**src/hw/rtl/sfr_pkg.sv**
```systemverilog
// shared types, constants and codes for the segment fault resolver
`default_nettype none

package sfr_pkg;

   // default configuration
   localparam int ENTRIES_DEF    = 64;
   localparam int PAGE_BYTES_DEF = 4096;

   // fixed field widths
   localparam int ADDR_W   = 32;
   localparam int STATUS_W = 2;
   localparam int MATCH_W  = 6;
   localparam int BYTE_W   = 44;

   // operation codes
   localparam logic OP_APPEND  = 1'b0;
   localparam logic OP_RESOLVE = 1'b1;

   // result status codes
   localparam logic [STATUS_W-1:0] STATUS_APPENDED = 2'd0;
   localparam logic [STATUS_W-1:0] STATUS_RESOLVED = 2'd1;
   localparam logic [STATUS_W-1:0] STATUS_NO_MATCH = 2'd2;
   localparam logic [STATUS_W-1:0] STATUS_FULL     = 2'd3;

   // one segment table entry
   typedef struct packed {
      logic [ADDR_W-1:0] base;
      logic [ADDR_W-1:0] length;
      logic [ADDR_W-1:0] file_start;
   } entry_type;

   // controller to datapath commands
   typedef struct packed {
      logic capture;
      logic scan_start;
      logic scan_step;
      logic finish_load;
   } cmd_type;

   // datapath to controller status
   typedef struct packed {
      logic issue_done;
      logic rd_pending;
      logic cmp_hit;
   } status_type;

endpackage

`default_nettype wire

```
**src/hw/rtl/sfr_control.sv**
```systemverilog
// sequencing state machine and result valid for the segment fault resolver
`default_nettype none

module sfr_control (
   input  wire                    clock,
   input  wire                    reset,
   input  wire                    req_valid,
   output logic                   req_stall,
   input  wire                    req_operation,
   output logic                   rsp_valid,
   input  wire                    rsp_stall,
   output sfr_pkg::cmd_type       cmd,
   input  wire sfr_pkg::status_type status
);
   import sfr_pkg::*;

   localparam logic [1:0] S_IDLE   = 2'd0;
   localparam logic [1:0] S_SCAN   = 2'd1;
   localparam logic [1:0] S_FINISH = 2'd2;

   logic [1:0] state_ff, state_in;
   logic       rsp_valid_ff, rsp_valid_in;

   assign req_stall = (state_ff != S_IDLE);

   always_comb begin
      state_in = state_ff;
      cmd      = '0;
      unique case (state_ff)
         S_IDLE: begin
            if (req_valid) begin
               cmd.capture = 1'b1;
               if (req_operation == OP_APPEND) begin
                  state_in = S_FINISH;
               end else begin
                  cmd.scan_start = 1'b1;
                  state_in       = S_SCAN;
               end
            end
         end
         S_SCAN: begin
            cmd.scan_step = 1'b1;
            if (status.cmp_hit) begin
               state_in = S_FINISH;
            end else if (status.issue_done && !status.rd_pending) begin
               state_in = S_FINISH;
            end
         end
         S_FINISH: begin
            if (!rsp_valid_ff || !rsp_stall) begin
               cmd.finish_load = 1'b1;
               state_in        = S_IDLE;
            end
         end
         default: begin
            state_in = S_IDLE;
         end
      endcase
   end

   always_comb begin
      rsp_valid_in = rsp_valid_ff;
      if (cmd.finish_load) begin
         rsp_valid_in = 1'b1;
      end else if (!rsp_stall) begin
         rsp_valid_in = 1'b0;
      end
   end

   always_ff @(posedge clock) begin
      if (reset) begin
         state_ff     <= S_IDLE;
         rsp_valid_ff <= 1'b0;
      end else begin
         state_ff     <= state_in;
         rsp_valid_ff <= rsp_valid_in;
      end
   end

   assign rsp_valid = rsp_valid_ff;

endmodule

`default_nettype wire

```
**config.mk**
```make
export PLATFORM = sky130hd
export DESIGN_NAME = sfr_control
export DESIGN_NICKNAME = d
export VERILOG_FILES = /design/src/hw/rtl/sfr_pkg.sv /design/src/hw/rtl/sfr_control.sv
export SDC_FILE = /design/constraint.sdc
export NUM_CORES = 1
export LEC_CHECK = 0
export ABC_CLOCK_PERIOD_IN_PS = 2300
export BUFFER_PORTS_ARGS = -buffer_cell sky130_fd_sc_hd__buf_2
export CAP_MARGIN = 25
export CORE_AREA = 2 2 39 41
export DETAILED_ROUTE_END_ITERATION = 8
export DIE_AREA = 0 0 41 43
export GPL_TIMING_DRIVEN = 0
export PLACE_DENSITY_LB_ADDON = 0.12
export SLEW_MARGIN = 5
export SYNTH_ARGS = -nofsm -noshare
export SYNTH_HDL_FRONTEND = slang
export SYNTH_SLANG_ARGS = --single-unit
export TNS_END_PERCENT = 30
```
**constraint.sdc**
```tcl
create_clock -name clock -period 2.3 [get_ports clock]
set_clock_uncertainty 0.2 [all_clocks]
set_input_delay 0.345 -clock clock [delete_from_list [all_inputs] [get_ports clock]]
set_output_delay 0.345 -clock clock [all_outputs]
set_load 0.05 [all_outputs]
```
==> impl_results.md <==
- Status: finished clean
- Cells after DPL: approximately 50
- Ports: 14
- Syn Std Cell Area: about 180 um2
- Flop2flop setup slack: about 0.98 ns
- CP Cell Sequence: or2b_1 > a21oi_1 > buf_4 > buf_2
- Initial Util: 0.127
- Core Region: roughly 1400 um2
- CTS root buf: clkbuf_4
- Crit-path max FO: 4
- Initial antenna violation count: 0
- Reg clk slew, reported paths: around 0.040 ns
- GP Congestion: around 0.7
- Syn Inst Count: 22
- Yosys reg bits: 3
- Synth cell types: 17
- Post-DP HPWL: approximately 370 um
- Fmax: roughly 530 MHz
- CTS Sinks: 3
- Row count: 14
- CP endpoint kind: output port
- Nets: 48
- Min-delay src: reset
- Finished Core Util: 0.210
- Post-CTS Setup Repair Bufs: 0
- Total CTS buffers: 3
- Die area: about 1800 um2
- Die height: 43 um
- H-tree depth: 1
- Starting DRT DRC Count: 0
- Non-filler cells, final: 55
- Total of warnings raised by yosys: 0
- Fillers: between 150 and 200
- Worst Hold End: state_ff[1]$_SDFFE_PP0P_
- Number of buffers added on ports: 13
- Max Buffers Root-to-Sink: 2
- Leakage: around 0.15 nW
- CP max-delay cell: dfxtp_1
- Vias in the first global route: 216
- GRT Total Usage: 0.0711
- Worst Hold Class: in -> reg
- TritonRoute pass-1 iters: 1
- Total Neg Setup Slack: 0 ns
- Crit-path max cell delay: between 0.3 and 0.4 ns
- Period utilisation layout: 0.814
- Tot Pwr: roughly 210 uW
- Layout cells sized above 1: 0.513
- CTS Hold Buffers Added: 0
- Remaining DRCs: 0
- Horiz. Die Dim: a little over 40 um
- Actual transition at the worst max-transition pin: ~0.25 ns
- RSZ-0062 raised after global routing: no
- CP Class: reg -> out
- R2R cell count: 3
- ANT cells: 0
- Final max-slew violation count: 0
- Final setup viols: 0
- CTS tree: done
- # resized after CTS: 0
- Design area: approximately 290 um2
- Post-synthesis area per instance: approximately 8.0 um2
- Pwr per Cell Area: roughly 700 nW/um2
- Crit path arrival time: approximately 1.3 ns
- Routed Antenna Nets: 0
- Critical path startpoint category: flip-flop
- Max capacitance violation total: 0
- Post-placement cell area: between 200 and 300 um2
- Gr ovfl total: 0
- Rel. slew slack: 0.835
- Reg-to-Reg Start: state_ff[1]$_SDFFE_PP0P_
- WP data required: 1.75 ns
- Largest net degree at the start of global routing: 6
- Clk_lat worst skew: approximately 0.23 ns
- Register area share after synthesis: 0.340
- First-pass GRT wire length: around 800 um
- Commonest non-fill, non-tap cell in the layout: buf_2
- Final min period: between 1.5 and 2 ns
- Vias per inst: around 3.6
- Area Overhead vs Synth: 64.5%
- Max VDD drop: about 0.17 mV
- WL/cell: 8.33 um
- Commonest non-fill, non-tap cells in the layout: 13 x buf_2, 3 x clkbuf_4, 3 x dfxtp_1
- Routed wire length: 458 um
- Via count: 198
- Final Hold Violating Endpoints: 0
- Post-Syn Nets: 30
- Hold Crit Depth: 2
- Reg-to-reg endpoint: state_ff[1]$_SDFFE_PP0P_
-- area by class of cell --
class | count | area, um2 | area share
well taps | 16 | 20.0 | 0.0690
plain buffers | 1 | 7.51 | 0.0259
flip-flops and latches | 3 | 60.1 | 0.207
repair buffers | 13 | 65.1 | 0.224
inverters | 2 | 7.51 | 0.0259
multi-input cells | 16 | 104 | 0.358
clock buffers | 4 | 26.3 | 0.0905
-- registers in the layout, summed over array words and instances, names as in the netlist --
register   cells
state_ff       2
rsp_valid      1
-- routing by layer --
metal | vias to the layer above | GRT usage | part of all wire
met4 | 0 | 0.100 | 0
li1 | 106 | - | -
met5 | - | 0 | 0
met2 | 9 | 0.0969 | 0.52
met3 | 0 | 0 | 0.057
met1 | 83 | 0.0799 | 0.42
-- through the flow --
| step | setup slack [ns] | hold slack (ns) |
|---|---|---|
| finish | 0.427 | 0.100 |
| detailed placement | 0.663 | 0.280 |
| global route | 0.336 | 0.114 |
| floorplan | 0.149 | 0.214 |
| CTS | 0.413 | 0.0935 |
| global placement | 0.660 | 0.277 |
-- how the worst max path moves through the flow --
stage	startpoint	end	slack, ns	cells after the start
floorplan	state_ff[1]$_SDFFE_PP0P_	cmd[2]	0.15	3
global placement	state_ff[1]$_SDFFE_PP0P_	cmd[0]	0.66	4
detailed placement	state_ff[1]$_SDFFE_PP0P_	cmd[0]	0.66	4
CTS	state_ff[1]$_SDFFE_PP0P_	cmd[0]	0.41	4
global route	state_ff[1]$_SDFFE_PP0P_	cmd[0]	0.34	4
finish	state_ff[1]$_SDFFE_PP0P_	cmd[0]	0.43	4
-- critical path, delay by kind of cell (launching register included) --
kind	cells	cell delay [ns]
AOI/OAI and AO/OA	1	0.12
DFF	1	0.36
and+or+nand+nor	1	0.26
buffers and inverters	2	0.35
-- where the power goes --
part	total [mW]	switching, mW	internal [mW]
combinational	0.0580	0.0387	0.0193
clock	0.0923	0.0273	0.0650
sequential	0.0580	0.00266	0.0553
-- Yosys cell counts --
| master | count | area [um2] |
|---|---|---|
| or2_1 | 1 | 6.26 |
| nor3_1 | 1 | 5.00 |
| inv_1 | 2 | 7.51 |
| dfxtp_1 | 3 | 60.1 |
| a21oi_1 | 2 | 10.0 |
| nor2b_1 | 1 | 6.26 |
| or2b_1 | 1 | 7.51 |
| nand2b_1 | 1 | 6.26 |
| or3_1 | 1 | 6.26 |
| nor2_1 | 1 | 3.75 |
| and2_1 | 1 | 6.26 |
| nand2_1 | 1 | 3.75 |
| buf_4 | 1 | 7.51 |
| a21bo_2 | 1 | 10.0 |
| or2_4 | 1 | 8.76 |
| a31oi_1 | 2 | 12.5 |
| and3b_1 | 1 | 8.76 |
-- kinds of logic (layout without fill, tap and decap cells) --
group	count (synthesis)	in the layout	synth area share
buf+inv	3	20	0.0851
compound gates	5	5	0.184
simple gates	11	11	0.390
flops	3	3	0.340
Note: power is estimated with default switching activity, not from simulation.
